$ cat config.mk
export PLATFORM = sky130hd
export DESIGN_NAME = min_heap_reorder_queue_flat
export DESIGN_NICKNAME = d
export VERILOG_FILES = /design/src/mhrq_pkg.sv /design/src/mhrq_ifs.sv /design/src/mhrq_ram.sv /design/src/mhrq_ctrl.sv /design/src/min_heap_reorder_queue.sv /design/src/flat_wrapper.sv
export SDC_FILE = /design/constraint.sdc
export NUM_CORES = 2
export LEC_CHECK = 0
export BUFFER_PORTS_ARGS = -buffer_cell sky130_fd_sc_hd__clkbuf_2
export CORE_UTILIZATION = 23
export CTS_BUF_LIST = sky130_fd_sc_hd__clkbuf_16
export DETAILED_ROUTE_END_ITERATION = 8
export PLACE_DENSITY = 0.35
export SLEW_MARGIN = 40
export SYNTH_ARGS = -nofsm -noshare
export SYNTH_HDL_FRONTEND = slang
export SYNTH_SLANG_ARGS = --single-unit
$ cat constraint.sdc
create_clock -name clk -period 24.2 [get_ports clk]
set_input_delay 3.63 -clock clk [delete_from_list [all_inputs] [get_ports clk]]
set_output_delay 3.63 -clock clk [all_outputs]
set_load 0.03 [all_outputs]
$ cat src/mhrq_pkg.sv
`default_nettype none
// ----------------------------------------------------------------------------
// mhrq_pkg
// Shared widths, types and codes for the min-heap reorder queue.
// ----------------------------------------------------------------------------
package mhrq_pkg;

  localparam int DEPTH   = 64;
  localparam int KEY_W   = 32;
  localparam int SLOT_W  = 8;
  localparam int ADDR_W  = $clog2(DEPTH);
  localparam int CNT_W   = $clog2(DEPTH + 1);
  localparam int IDX_W   = ADDR_W + 2;
  localparam int ENTRY_W = KEY_W + SLOT_W;

  localparam logic MODE_PUSH = 1'b0;
  localparam logic MODE_POP  = 1'b1;

  typedef enum logic [1:0] {
    ST_DONE  = 2'd0,
    ST_FULL  = 2'd1,
    ST_EMPTY = 2'd2
  } status_t;

  typedef enum logic [2:0] {
    S_IDLE,
    S_UP,
    S_ROOT,
    S_LAST,
    S_DOWN,
    S_DONE
  } state_t;

  typedef struct packed {
    logic [KEY_W-1:0]  key;
    logic [SLOT_W-1:0] slot;
  } entry_t;

  typedef struct packed {
    logic              mode;
    logic [KEY_W-1:0]  key;
    logic [SLOT_W-1:0] slot;
  } req_t;

  typedef struct packed {
    status_t           status;
    logic [KEY_W-1:0]  popped_key;
    logic [SLOT_W-1:0] popped_slot;
    logic [CNT_W-1:0]  entry_count;
    logic              head_valid;
    logic [KEY_W-1:0]  head_key;
    logic [SLOT_W-1:0] head_slot;
  } res_t;

endpackage
`default_nettype wire

$ cat src/mhrq_ifs.sv
`default_nettype none
// ----------------------------------------------------------------------------
// mhrq channel interfaces
// Valid/ready channels for requests, results and the capacity register.
// ----------------------------------------------------------------------------
interface mhrq_in_if import mhrq_pkg::*; ();
  logic              valid;
  logic              ready;
  logic              mode;
  logic [KEY_W-1:0]  key_in;
  logic [SLOT_W-1:0] slot_in;

  modport source (output valid, mode, key_in, slot_in, input ready);
  modport sink   (input valid, mode, key_in, slot_in, output ready);
endinterface

interface mhrq_out_if import mhrq_pkg::*; ();
  logic              valid;
  logic              ready;
  status_t           status;
  logic [KEY_W-1:0]  popped_key;
  logic [SLOT_W-1:0] popped_slot;
  logic [CNT_W-1:0]  entry_count;
  logic              head_valid;
  logic [KEY_W-1:0]  head_key;
  logic [SLOT_W-1:0] head_slot;

  modport source (output valid, status, popped_key, popped_slot, entry_count,
                  head_valid, head_key, head_slot, input ready);
  modport sink   (input valid, status, popped_key, popped_slot, entry_count,
                  head_valid, head_key, head_slot, output ready);
endinterface

interface mhrq_cfg_if import mhrq_pkg::*; ();
  logic             valid;
  logic             ready;
  logic [CNT_W-1:0] capacity_in_use;

  modport source (output valid, capacity_in_use, input ready);
  modport sink   (input valid, capacity_in_use, output ready);
endinterface
`default_nettype wire

$ cat src/mhrq_ram.sv
`default_nettype none
// ----------------------------------------------------------------------------
// mhrq_ram
// Generic RAM: one write port, two read ports, registered read data.
// ----------------------------------------------------------------------------
module mhrq_ram #(
  parameter int WIDTH = 8,
  parameter int DEPTH = 2
) (
  input  wire                       clk,
  input  wire                       we,
  input  wire [$clog2(DEPTH)-1:0]   waddr,
  input  wire [WIDTH-1:0]           wdata,
  input  wire [$clog2(DEPTH)-1:0]   raddr_a,
  output logic [WIDTH-1:0]          rdata_a,
  input  wire [$clog2(DEPTH)-1:0]   raddr_b,
  output logic [WIDTH-1:0]          rdata_b
);

  logic [WIDTH-1:0] mem [DEPTH];

  always_ff @(posedge clk) begin
    if (we) begin
      mem[waddr] <= wdata;
    end
    rdata_a <= mem[raddr_a];
    rdata_b <= mem[raddr_b];
  end

endmodule
`default_nettype wire

$ cat src/mhrq_ctrl.sv
`default_nettype none
// ----------------------------------------------------------------------------
// mhrq_ctrl
// Sift-up / sift-down sequencer over the heap RAM, with head and count.
// ----------------------------------------------------------------------------
module mhrq_ctrl import mhrq_pkg::*; (
  input  wire              clk,
  input  wire              rst_n,
  input  wire [CNT_W-1:0]  cap,
  input  wire              req_valid,
  output logic             req_ready,
  input  req_t             req,
  output logic             res_valid,
  input  wire              res_ready,
  output res_t             res
);

  state_t            state_r, state_nxt;
  logic [CNT_W-1:0]  count_r, count_nxt;
  entry_t            head_r, head_nxt;
  entry_t            ent_r, ent_nxt;
  logic [ADDR_W-1:0] pos_r, pos_nxt;
  status_t           status_r, status_nxt;
  logic [KEY_W-1:0]  pkey_r, pkey_nxt;
  logic [SLOT_W-1:0] pslot_r, pslot_nxt;

  logic                we;
  logic [ADDR_W-1:0]   waddr;
  entry_t              wdata;
  logic [ADDR_W-1:0]   raddr_a, raddr_b;
  logic [ENTRY_W-1:0]  rdata_a, rdata_b;
  entry_t              rd_l, rd_r;

  logic [ADDR_W-1:0] par, par2, push_pos, push_par, dn_pos;
  logic [IDX_W-1:0]  lc, rc, cnt_ext;
  logic              take_l, take_r;
  logic [KEY_W-1:0]  best_key;
  logic [IDX_W-1:0]  dn_lc, dn_rc;

  mhrq_ram #(.WIDTH(ENTRY_W), .DEPTH(DEPTH)) u_ram (
    .clk     (clk),
    .we      (we),
    .waddr   (waddr),
    .wdata   (wdata),
    .raddr_a (raddr_a),
    .rdata_a (rdata_a),
    .raddr_b (raddr_b),
    .rdata_b (rdata_b)
  );

  assign rd_l     = entry_t'(rdata_a);
  assign rd_r     = entry_t'(rdata_b);
  assign par      = (pos_r - ADDR_W'(1)) >> 1;
  assign par2     = (par - ADDR_W'(1)) >> 1;
  assign push_pos = count_r[ADDR_W-1:0];
  assign push_par = (push_pos - ADDR_W'(1)) >> 1;
  assign lc       = IDX_W'({pos_r, 1'b1});
  assign rc       = IDX_W'({pos_r, 1'b0}) + IDX_W'(2);
  assign cnt_ext  = IDX_W'(count_r);
  assign take_l   = (lc < cnt_ext) && (rd_l.key < ent_r.key);
  assign best_key = take_l ? rd_l.key : ent_r.key;
  assign take_r   = (rc < cnt_ext) && (rd_r.key < best_key);
  assign dn_pos   = take_r ? rc[ADDR_W-1:0] : lc[ADDR_W-1:0];
  assign dn_lc    = IDX_W'({dn_pos, 1'b1});
  assign dn_rc    = IDX_W'({dn_pos, 1'b0}) + IDX_W'(2);

  always_ff @(posedge clk) begin
    if (!rst_n) begin
      state_r <= S_IDLE;
      count_r <= '0;
    end else begin
      state_r <= state_nxt;
      count_r <= count_nxt;
    end
    head_r   <= head_nxt;
    ent_r    <= ent_nxt;
    pos_r    <= pos_nxt;
    status_r <= status_nxt;
    pkey_r   <= pkey_nxt;
    pslot_r  <= pslot_nxt;
  end

  always_comb begin
    state_nxt  = state_r;
    count_nxt  = count_r;
    head_nxt   = head_r;
    ent_nxt    = ent_r;
    pos_nxt    = pos_r;
    status_nxt = status_r;
    pkey_nxt   = pkey_r;
    pslot_nxt  = pslot_r;
    we         = 1'b0;
    waddr      = pos_r;
    wdata      = ent_r;
    raddr_a    = '0;
    raddr_b    = '0;
    req_ready  = (state_r == S_IDLE);
    res_valid  = (state_r == S_DONE);

    unique case (state_r)
      S_IDLE: begin
        if (req_valid) begin
          status_nxt = ST_DONE;
          pkey_nxt   = '0;
          pslot_nxt  = '0;
          if (req.mode == MODE_PUSH) begin
            if (count_r >= cap) begin
              status_nxt = ST_FULL;
              state_nxt  = S_DONE;
            end else begin
              ent_nxt   = '{key: req.key, slot: req.slot};
              pos_nxt   = push_pos;
              count_nxt = count_r + CNT_W'(1);
              if (count_r == '0) begin
                we        = 1'b1;
                waddr     = '0;
                wdata     = '{key: req.key, slot: req.slot};
                head_nxt  = '{key: req.key, slot: req.slot};
                state_nxt = S_DONE;
              end else begin
                raddr_a   = push_par;
                state_nxt = S_UP;
              end
            end
          end else begin
            if (count_r == '0) begin
              status_nxt = ST_EMPTY;
              state_nxt  = S_DONE;
            end else begin
              pkey_nxt  = head_r.key;
              pslot_nxt = head_r.slot;
              count_nxt = count_r - CNT_W'(1);
              raddr_a   = push_pos - ADDR_W'(1);
              state_nxt = S_LAST;
            end
          end
        end
      end
      S_UP: begin
        we = 1'b1;
        if (ent_r.key >= rd_l.key) begin
          state_nxt = S_DONE;
        end else begin
          wdata   = rd_l;
          pos_nxt = par;
          if (par == '0) begin
            state_nxt = S_ROOT;
          end else begin
            raddr_a = par2;
          end
        end
      end
      S_ROOT: begin
        we        = 1'b1;
        waddr     = '0;
        head_nxt  = ent_r;
        state_nxt = S_DONE;
      end
      S_LAST: begin
        ent_nxt = rd_l;
        if (count_r == '0) begin
          state_nxt = S_DONE;
        end else begin
          pos_nxt   = '0;
          raddr_a   = ADDR_W'(1);
          raddr_b   = ADDR_W'(2);
          state_nxt = S_DOWN;
        end
      end
      S_DOWN: begin
        we = 1'b1;
        if (take_l || take_r) begin
          wdata   = take_r ? rd_r : rd_l;
          if (pos_r == '0) begin
            head_nxt = take_r ? rd_r : rd_l;
          end
          pos_nxt = dn_pos;
          raddr_a = dn_lc[ADDR_W-1:0];
          raddr_b = dn_rc[ADDR_W-1:0];
        end else begin
          if (pos_r == '0) begin
            head_nxt = ent_r;
          end
          state_nxt = S_DONE;
        end
      end
      S_DONE: begin
        if (res_ready) begin
          state_nxt = S_IDLE;
        end
      end
      default: begin
        state_nxt = S_IDLE;
      end
    endcase
  end

  always_comb begin
    res.status      = status_r;
    res.popped_key  = pkey_r;
    res.popped_slot = pslot_r;
    res.entry_count = count_r;
    res.head_valid  = (count_r != '0);
    res.head_key    = (count_r != '0) ? head_r.key : '0;
    res.head_slot   = (count_r != '0) ? head_r.slot : '0;
  end

endmodule
`default_nettype wire

$ cat src/min_heap_reorder_queue.sv
`default_nettype none
// ----------------------------------------------------------------------------
// min_heap_reorder_queue
// Binary min-heap priority queue keyed by sequence number.
// ----------------------------------------------------------------------------
// Result: a dropped push, an empty pop or a push into an empty heap goes straight
//   to the result; a push climbs levels in S_UP, a pop sinks levels in S_DOWN.
// Flow: one transaction at a time; each heap level costs one RAM read and
//   write-back.
// Reset: count cleared, capacity set to 64; heap RAM content is not cleared.
module min_heap_reorder_queue import mhrq_pkg::*; (
  input  wire         clk,
  input  wire         rst_n,
  mhrq_in_if.sink     in_ch,
  mhrq_out_if.source  out_ch,
  mhrq_cfg_if.sink    cfg_ch
);

  logic [CNT_W-1:0] cap_r, cap_nxt;
  logic [CNT_W-1:0] cap_eff;
  logic             out_valid_r, out_valid_nxt;
  res_t             out_r, out_nxt;
  req_t             req;
  res_t             res;
  logic             res_valid, res_ready;

  assign cfg_ch.ready = 1'b1;
  assign cap_nxt = (cfg_ch.valid) ? cfg_ch.capacity_in_use : cap_r;
  assign cap_eff = (cap_r > CNT_W'(DEPTH)) ? CNT_W'(DEPTH) : cap_r;

  assign req = '{mode: in_ch.mode, key: in_ch.key_in, slot: in_ch.slot_in};
  assign res_ready = !out_valid_r || out_ch.ready;

  mhrq_ctrl u_ctrl (
    .clk       (clk),
    .rst_n     (rst_n),
    .cap       (cap_eff),
    .req_valid (in_ch.valid),
    .req_ready (in_ch.ready),
    .req       (req),
    .res_valid (res_valid),
    .res_ready (res_ready),
    .res       (res)
  );

  always_comb begin
    out_valid_nxt = out_valid_r;
    out_nxt       = out_r;
    if (out_valid_r && out_ch.ready) begin
      out_valid_nxt = 1'b0;
    end
    if (res_valid && res_ready) begin
      out_valid_nxt = 1'b1;
      out_nxt       = res;
    end
  end

  always_ff @(posedge clk) begin
    if (!rst_n) begin
      cap_r       <= CNT_W'(DEPTH);
      out_valid_r <= 1'b0;
    end else begin
      cap_r       <= cap_nxt;
      out_valid_r <= out_valid_nxt;
    end
    out_r <= out_nxt;
  end

  assign out_ch.valid       = out_valid_r;
  assign out_ch.status      = out_r.status;
  assign out_ch.popped_key  = out_r.popped_key;
  assign out_ch.popped_slot = out_r.popped_slot;
  assign out_ch.entry_count = out_r.entry_count;
  assign out_ch.head_valid  = out_r.head_valid;
  assign out_ch.head_key    = out_r.head_key;
  assign out_ch.head_slot   = out_r.head_slot;

  a_busy_after_accept: assert property (@(posedge clk) disable iff (!rst_n)
    in_ch.valid && in_ch.ready |=> !in_ch.ready)
    else $error("request accepted while a transaction is in flight");

  a_pop_min: assert property (@(posedge clk) disable iff (!rst_n)
    out_ch.valid && out_ch.head_valid |-> out_ch.popped_key <= out_ch.head_key)
    else $error("popped key larger than new head");

  a_count_bound: assert property (@(posedge clk) disable iff (!rst_n)
    out_ch.valid |-> out_ch.entry_count <= CNT_W'(DEPTH))
    else $error("entry count above depth");

  a_empty_status: assert property (@(posedge clk) disable iff (!rst_n)
    out_ch.valid && out_ch.status == ST_EMPTY
      |-> out_ch.entry_count == '0 && !out_ch.head_valid)
    else $error("empty status with stored entries");

endmodule
`default_nettype wire

$ cat src/flat_wrapper.sv
// flat-port wrapper written by rule: the top's interface ports become plain ports
module min_heap_reorder_queue_flat import mhrq_pkg::*;
  (clk, rst_n, in_ch_valid, in_ch_mode, in_ch_key_in, in_ch_slot_in, in_ch_ready, out_ch_valid, out_ch_status, out_ch_popped_key, out_ch_popped_slot, out_ch_entry_count, out_ch_head_valid, out_ch_head_key, out_ch_head_slot, out_ch_ready, cfg_ch_valid, cfg_ch_capacity_in_use, cfg_ch_ready);
  mhrq_in_if in_ch_i ();
  mhrq_out_if out_ch_i ();
  mhrq_cfg_if cfg_ch_i ();
  input  wire clk;
  input  wire rst_n;
  input wire logic [$bits(in_ch_i.valid)-1:0] in_ch_valid;
  input wire logic [$bits(in_ch_i.mode)-1:0] in_ch_mode;
  input wire logic [$bits(in_ch_i.key_in)-1:0] in_ch_key_in;
  input wire logic [$bits(in_ch_i.slot_in)-1:0] in_ch_slot_in;
  output wire logic [$bits(in_ch_i.ready)-1:0] in_ch_ready;
  output wire logic [$bits(out_ch_i.valid)-1:0] out_ch_valid;
  output wire logic [$bits(out_ch_i.status)-1:0] out_ch_status;
  output wire logic [$bits(out_ch_i.popped_key)-1:0] out_ch_popped_key;
  output wire logic [$bits(out_ch_i.popped_slot)-1:0] out_ch_popped_slot;
  output wire logic [$bits(out_ch_i.entry_count)-1:0] out_ch_entry_count;
  output wire logic [$bits(out_ch_i.head_valid)-1:0] out_ch_head_valid;
  output wire logic [$bits(out_ch_i.head_key)-1:0] out_ch_head_key;
  output wire logic [$bits(out_ch_i.head_slot)-1:0] out_ch_head_slot;
  input wire logic [$bits(out_ch_i.ready)-1:0] out_ch_ready;
  input wire logic [$bits(cfg_ch_i.valid)-1:0] cfg_ch_valid;
  input wire logic [$bits(cfg_ch_i.capacity_in_use)-1:0] cfg_ch_capacity_in_use;
  output wire logic [$bits(cfg_ch_i.ready)-1:0] cfg_ch_ready;
  assign in_ch_i.valid = in_ch_valid;
  assign in_ch_i.mode = in_ch_mode;
  assign in_ch_i.key_in = in_ch_key_in;
  assign in_ch_i.slot_in = in_ch_slot_in;
  assign in_ch_ready = in_ch_i.ready;
  assign out_ch_valid = out_ch_i.valid;
  assign out_ch_status = out_ch_i.status;
  assign out_ch_popped_key = out_ch_i.popped_key;
  assign out_ch_popped_slot = out_ch_i.popped_slot;
  assign out_ch_entry_count = out_ch_i.entry_count;
  assign out_ch_head_valid = out_ch_i.head_valid;
  assign out_ch_head_key = out_ch_i.head_key;
  assign out_ch_head_slot = out_ch_i.head_slot;
  assign out_ch_i.ready = out_ch_ready;
  assign cfg_ch_i.valid = cfg_ch_valid;
  assign cfg_ch_i.capacity_in_use = cfg_ch_capacity_in_use;
  assign cfg_ch_ready = cfg_ch_i.ready;
  min_heap_reorder_queue u_core (.clk(clk), .rst_n(rst_n), .in_ch(in_ch_i), .out_ch(out_ch_i), .cfg_ch(cfg_ch_i));
endmodule
Yosys cells after proc, flatten, opt, wreduce, memory -nomap -nowiden

Memory sizes are Yosys's and may differ from the RTL's. A register that Yosys moved wholly into a read port is not among the register bits.
Cells that the tools add are included.

Eq/ne operators: 18
$lt $le $gt $ge: 7
Reductions and logical operators: 24
$add $sub $neg: 7
Mux-type cells: 74
Bitwise logic cells: 1

Operator list:

| cell                  | count |
|---|---|
| $mux W40              | 17 |
| $pmux W40 S3          | 2 |
| $mux W6               | 16 |
| $pmux W40 S2          | 1 |
| $lt A32 B32 Y1        | 2 |
| $pmux W6 S4           | 2 |
| $ge A32 B32 Y1        | 1 |
| $mux W32              | 1 |
| $mux W7               | 4 |
| $mux W3               | 9 |
| $pmux W6 S2           | 2 |
| $ne A2 B2 Y1 const B  | 11 |
| $mux W5               | 4 |
| $pmux W3 S6           | 1 |
| $logic_not A6 Y1      | 2 |
| $reduce_and A4 Y1     | 3 |
| $sub A6 B1 Y6 const B | 2 |
| $mux W1               | 11 |
| $add A7 B2 Y8 const B | 1 |
| $lt A8 B7 Y1          | 1 |
| $add A7 B1 Y7 const B | 1 |
| $ge A7 B7 Y1          | 1 |
| $gt A7 B7 Y1 const B  | 1 |
| $logic_not A7 Y1      | 1 |
| 25 further kinds      | 34 |

Logic and storage cells: 151
Output and inout port bits: 93
Input port bits: 53
Flip-flop bits (word level): 236
Bits in writable memories: 2560
Memories kept: 1

Memory list:

| name                    | words | width | rd ports | clocked after memory_dff | wr ports | RTL line       | text |
|---|---|---|---|---|---|---|---|
| u_core.u_ctrl.u_ram.mem | 64    | 40    | 2        | 2                        | 1        | mhrq_ram.sv:20 | `logic [WIDTH-1:0] mem [DEPTH];` |

Depth between registers and ports, before layout

Word-level depth: 9
Depth in mapped cells: 37

Hierarchy

Synthesis repeated with hierarchy kept, for this count alone.

Cell total of the unflattened synthesis: 6841
Area total of the unflattened synthesis: 133814.6 µm²

Modules (own cells, without submodules):

| module                 | times used | cells each | area an instance (µm²) |
|---|---|---|---|
| mhrq_ram               | 1          | 5494       | 119515.9 |
| mhrq_ctrl              | 1          | 1221       | 11237.0 |
| min_heap_reorder_queue | 1          | 126        | 3061.7 |

Worst setup path before layout

Ideal clock, no wire load.

Path kind: register to register
Start: register u_core.u_ctrl.ent_r[22] (netlist bit)
End: memory u_core.u_ctrl.u_ram.mem[0][32] (netlist bit), data pin
Setup slack: 15.250 ns
Data arrival time: 8.248 ns
Path buffers: 6
Clock period less this slack: 8.950 ns
Library setup time: 0.702 ns
Cell stages (with the launch flop): 24
Cell sequence: edfxtp_1 ha_1 a21oi_1 nand2_1 a221o_1 o31ai_4 a21o_1 buf_6 clkbuf_1 clkbuf_1 mux2i_1 ha_1 nand4_1 or3_1 or3_4 a21o_1 a2111oi_4 a211oi_4 buf_6 clkbuf_1 buf_1 nor2_1 a21oi_1 o21ai_0

Cells in the longest elaborated chain, start to end: 8
Elaborated cells on any way between the ends: 11
Classes of those cells: 3 x order compare; 5 x mux; 3 x reduce/logical

RTL lines:

| element                                               | RTL line                           | text |
|---|---|---|
| from (decl)                                           | mhrq_ctrl.sv:21                    | `entry_t ent_r, ent_nxt;` |
| from (signal assigned)                                | mhrq_ctrl.sv:76                    | `ent_r <= ent_nxt;` |
| $lt A32 B32 Y1                                        | mhrq_ctrl.sv:60                    | `assign take_l = (lc < cnt_ext) && (rd_l.key < ent_r.key);` |
| $logic_and A1 B1 Y1                                   | mhrq_ctrl.sv:60                    |  |
| $mux W32                                              | mhrq_ctrl.sv:61                    | `assign best_key = take_l ? rd_l.key : ent_r.key;` |
| $lt A32 B32 Y1                                        | mhrq_ctrl.sv:62                    | `assign take_r = (rc < cnt_ext) && (rd_r.key < best_key);` |
| $logic_and A1 B1 Y1                                   | mhrq_ctrl.sv:62                    |  |
| $mux W40 / $logic_or A1 B1 Y1 (equally long branches) | mhrq_ctrl.sv:173, mhrq_ctrl.sv:172 |  |
| $mux W40                                              | mhrq_ctrl.sv:172                   | `if (take_l \|\| take_r) begin` |
| $pmux W40 S3 *                                        | mhrq_ctrl.sv:100                   | `unique case (state_r)` |
| named net u_core.u_ctrl.u_ram.wdata[32]               | mhrq_ram.sv:13                     | `input wire [WIDTH-1:0] wdata,` |
| to (decl)                                             | mhrq_ram.sv:20                     |  |

Mark *: on every way through the listed nets, which the timed path passes. The rest lies on a longest branch.

Final worst setup path

Start: register u_core.u_ctrl.u_ram.rdata_a[36], read port of u_core.u_ctrl.u_ram.mem
End: register u_core.u_ctrl.u_ram.rdata_a[29], read port of u_core.u_ctrl.u_ram.mem

Cells in the longest elaborated chain, start to end: 8
Elaborated cells on any way between the ends: 11
Classes of those cells: 3 x order compare; 5 x mux; 3 x reduce/logical

RTL lines:

| element                                              | RTL line                          | text |
|---|---|---|
| from (decl)                                          | mhrq_ram.sv:15                    | `output logic [WIDTH-1:0] rdata_a,` |
| $lt A32 B32 Y1                                       | mhrq_ctrl.sv:60                   |  |
| $logic_and A1 B1 Y1                                  | mhrq_ctrl.sv:60                   |  |
| $mux W32                                             | mhrq_ctrl.sv:61                   |  |
| $lt A32 B32 Y1                                       | mhrq_ctrl.sv:62                   |  |
| $logic_and A1 B1 Y1                                  | mhrq_ctrl.sv:62                   |  |
| $mux W6 / $logic_or A1 B1 Y1 (equally long branches) | mhrq_ctrl.sv:63, mhrq_ctrl.sv:172 |  |
| $mux W6                                              | mhrq_ctrl.sv:172                  |  |
| $pmux W6 S4 *                                        | mhrq_ctrl.sv:100                  |  |

Mark *: on every way between the ends. The rest lies on a longest branch, timed or not.
A chain may end at the register's enable or synchronous reset.

==> impl_metrics.py <==
metrics = {
    "route": {
        "drt-met1-wl_um": 259000,
        "routed_wire_length_per_instance_um": 38.3,
        "drc": 0,
        "drt_iter0_drc": 11000,
        "wl_met2_um": 267000,
        "routed_wl_um": 595000,
        "dr.max_layer_used": "met5",
        "viasPerCell": 5.23,
        "first_pass_iters": 6,
        "ant_nets": 0,
        "routed-wl-met3_um": 48100,
        "vias": 81200,
    },
    "outcome": {
        "status": "finished clean",
    },
    "timing": {
        "period_minus_slack_ps": 11960,
        "fin_crit_sh_pct": 49.4,
        "worst_hold_slack_ps": 417,
        "worst_slew_pin_slew_ps": 1000,
        "final-setup-viol-count": 0,
        "fin_tns_setup_ps": 0,
        "hold_viol": 0,
        "worst_clock_skew_ps": 91.4,
        "relSlewSlack_pct": 32.9,
        "timing.fmax_ghz": 0.0836,
        "rsz0062_at_grt": "false",
        "drv_slew": 0,
    },
    "worst_setup_path": {
        "cp_common_cell": "ha_1",
        "max_stage_delay_ps": 780,
        "worst-endpoint-required_ps": 25010,
        "worstSetupPathType": "register to register",
        "critPathLaunchType": "register",
        "path_max_fanout": 47,
        "cp.arrival_ps": 12770,
        "cp-end-kind": "register",
        "cp_slowest_cell": "a211oi_1",
    },
    "finish": {
        "syn_to_final_growth_pct": 18.1,
        "multi_input_area_sq_um": 38000,
        "final_util_pct": 27.4,
        "num-fill-cells": 54100,
        "seq_area_sq_um": 85400,
        "finalNetCount": 8190,
        "drive_gt1_share_pct": 21.7,
    },
    "logic_synthesis": {
        "ys_ff_latch": 2876,
        "synth_area_leaders": "edfxtp_1 67%, mux4_2 11%, mux2i_1 3.4%",
        "ys_types": 97,
        "yosys_warnings": 0,
        "synthFlopType": "edfxtp_1",
        "syn_avg_cell_area_sq_um": 16.1,
        "synth-seq-area-share_pct": 68.5,
        "yosysMostFrequentCell": "edfxtp_1",
        "synth_area_leader_cell": "edfxtp_1",
        "async_flop_share_pct": 0,
        "synth-edff-count": 2778,
        "synth_nets": 7892,
        "synth_top_area_share_pct": 66.9,
        "syn_area_sq_um": 125000,
        "synthTopCellsByCount": "2778 x edfxtp_1, 892 x nand2_1, 617 x mux4_2, 420 x mux2i_1, 376 x nor2_1",
        "netlist_instances": 7745,
    },
    "clock_tree": {
        "cts_buffer_depth": 4,
        "cts_tree": "built",
        "clk_pin_slew_ps": 60,
        "clock-sinks": 2876,
        "hold_buffers": 0,
        "insertion_delay_ps": 1020,
        "ctsResizeCount": 0,
        "root_buffer": "clkbuf_16",
        "numCtsBuffers": 337,
        "cts_setup_buffers": 0,
        "htreeDepth": 5,
    },
    "global_route": {
        "antenna_found_initial": 76,
        "first_global_vias": 79000,
        "grt_pass1_wl_um": 778000,
        "grt_use_total_pct": 21.2,
        "grt_max_degree": 118,
        "grt-ovfl-total": 0,
    },
    "run": {
        "cap_violations": 0,
    },
    "floorplanning": {
        "core_sq_um": 538000,
        "die_w_um": 738,
        "die_y_um": 738,
        "rows": 269,
        "die-area_sq_um": 545000,
        "initial_core_util_pct": 23.2,
        "pin_count": 146,
    },
    "place": {
        "io_buffer_count": 144,
        "place_congestion": 0.832,
        "dp_hpwl_um": 346000,
    },
    "worst_hold_path": {
        "hp-class": "register to register",
    },
}
[cells in the final DEF (no fill, tap or decap), types with 61 or more instances in the layout]
| master | n |
|---|---|
| buf_4 | 247 |
| inv_1 | 141 |
| o22ai_1 | 178 |
| dfxtp_1 | 94 |
| a32oi_1 | 78 |
| clkinv_1 | 73 |
| ha_1 | 93 |
| mux2i_1 | 419 |
| o21ai_0 | 197 |
| buf_6 | 61 |
| a31oi_1 | 86 |
| nor2_4 | 70 |
| nor2_1 | 307 |
| clkbuf_16 | 343 |
| and3_1 | 77 |
| a21oi_1 | 237 |
| clkbuf_2 | 144 |
| nand3_1 | 245 |
| mux4_2 | 617 |
| edfxtp_1 | 2778 |
| nand2_1 | 882 |
[flip-flops by register name, indices dropped and copies added, names as in the netlist]
| register | count |
|---|---|
| u_core.u_ctrl.pslot_r | 8 |
| u_core.u_ctrl.state_r | 3 |
| u_core.out_ch.head_key | 32 |
| u_core.u_ctrl.u_ram.rdata_a | 40 |
| u_core.out_ch.head_valid | 1 |
| u_core.u_ctrl.pos_r | 6 |
| u_core.out_ch.valid | 1 |
| u_core.u_ctrl.status_r | 2 |
| u_core.u_ctrl.pkey_r | 32 |
| u_core.cap_r | 7 |
| u_core.out_ch.status | 2 |
| u_core.u_ctrl.head_r | 40 |
| u_core.out_ch.head_slot | 8 |
| u_core.out_ch.popped_slot | 8 |
| u_core.u_ctrl.u_ram.rdata_b | 40 |
| u_core.out_ch.entry_count | 7 |
| u_core.u_ctrl.count_r | 7 |
| u_core.u_ctrl.u_ram.mem | 2560 |
| u_core.out_ch.popped_key | 32 |
| u_core.u_ctrl.ent_r | 40 |
[per-stage QoR]
step	instances	setup slack (ps)	instance area (sq um)
after floorplan	7745	15250	125000
after global placement	14900	10910	136000
after detailed placement	14900	12200	137000
after CTS	15500	12160	147000
after global routing	15500	11950	147000
final	15500	12240	147000
[per-layer routing]
metal,GRT usage (%),up-vias
met1,29.8,44400
met2,32.9,4168
met3,3.96,835
li1,-,31800
met5,0,-
met4,6.54,32
[cells by family (layout without fill, tap and decap cells)]
kind of cell             Yosys count  in the layout  synth area share [%]
multiplexers                    1050           1050                  14.7
XOR/XNOR                          22             22                 0.166
flip-flops                      2876           2876                  68.5
AO/OA/AOI/OAI                   1320           1320                  7.24
adder cells (fa/ha/maj)           94             94                 0.950
other                              1             26               0.00301
AND/OR/NAND/NOR                 1790           1790                  6.22
buffers and inverters            592           1165                  2.24
[final timing paths]
kind	endpoint	start	depth (start not counted)	slack [ps]
setup / recovery	u_core.u_ctrl.u_ram.rdata_a[29]	u_core.u_ctrl.u_ram.rdata_a[36]	29	12240
hold / removal	u_core.out_ch.popped_key[29]	u_core.u_ctrl.pkey_r[29]	0	420
setup reg to reg	u_core.u_ctrl.u_ram.rdata_a[29]	u_core.u_ctrl.u_ram.rdata_a[36]	29	12240
hold reg to reg	u_core.out_ch.popped_key[29]	u_core.u_ctrl.pkey_r[29]	0	420
[critical path, delay by kind of cell (launching register included)]
family	cells	cell delay (ps)
AOI/OAI and AO/OA	10	3810
and+or+nand+nor	7	3020
buffers and inverters	7	2370
adders and majority gates	3	1070
DFF	1	770
muxes	2	480
[final cells by class]
type	instances	area share, %
Antenna cell	25	0.0425
Clock buffer	343	5.83
Clock inverter	271	1.29
Inverter	57	0.145
Multi-Input combinational cell	4277	25.8
Sequential cell	2876	58.0
Tap cell	7181	6.10
Timing Repair Buffer	494	2.82
Power is left out: the tool's default activity adds up to more than one toggle a clock period on the data nets, which glitch-free logic cannot reach.
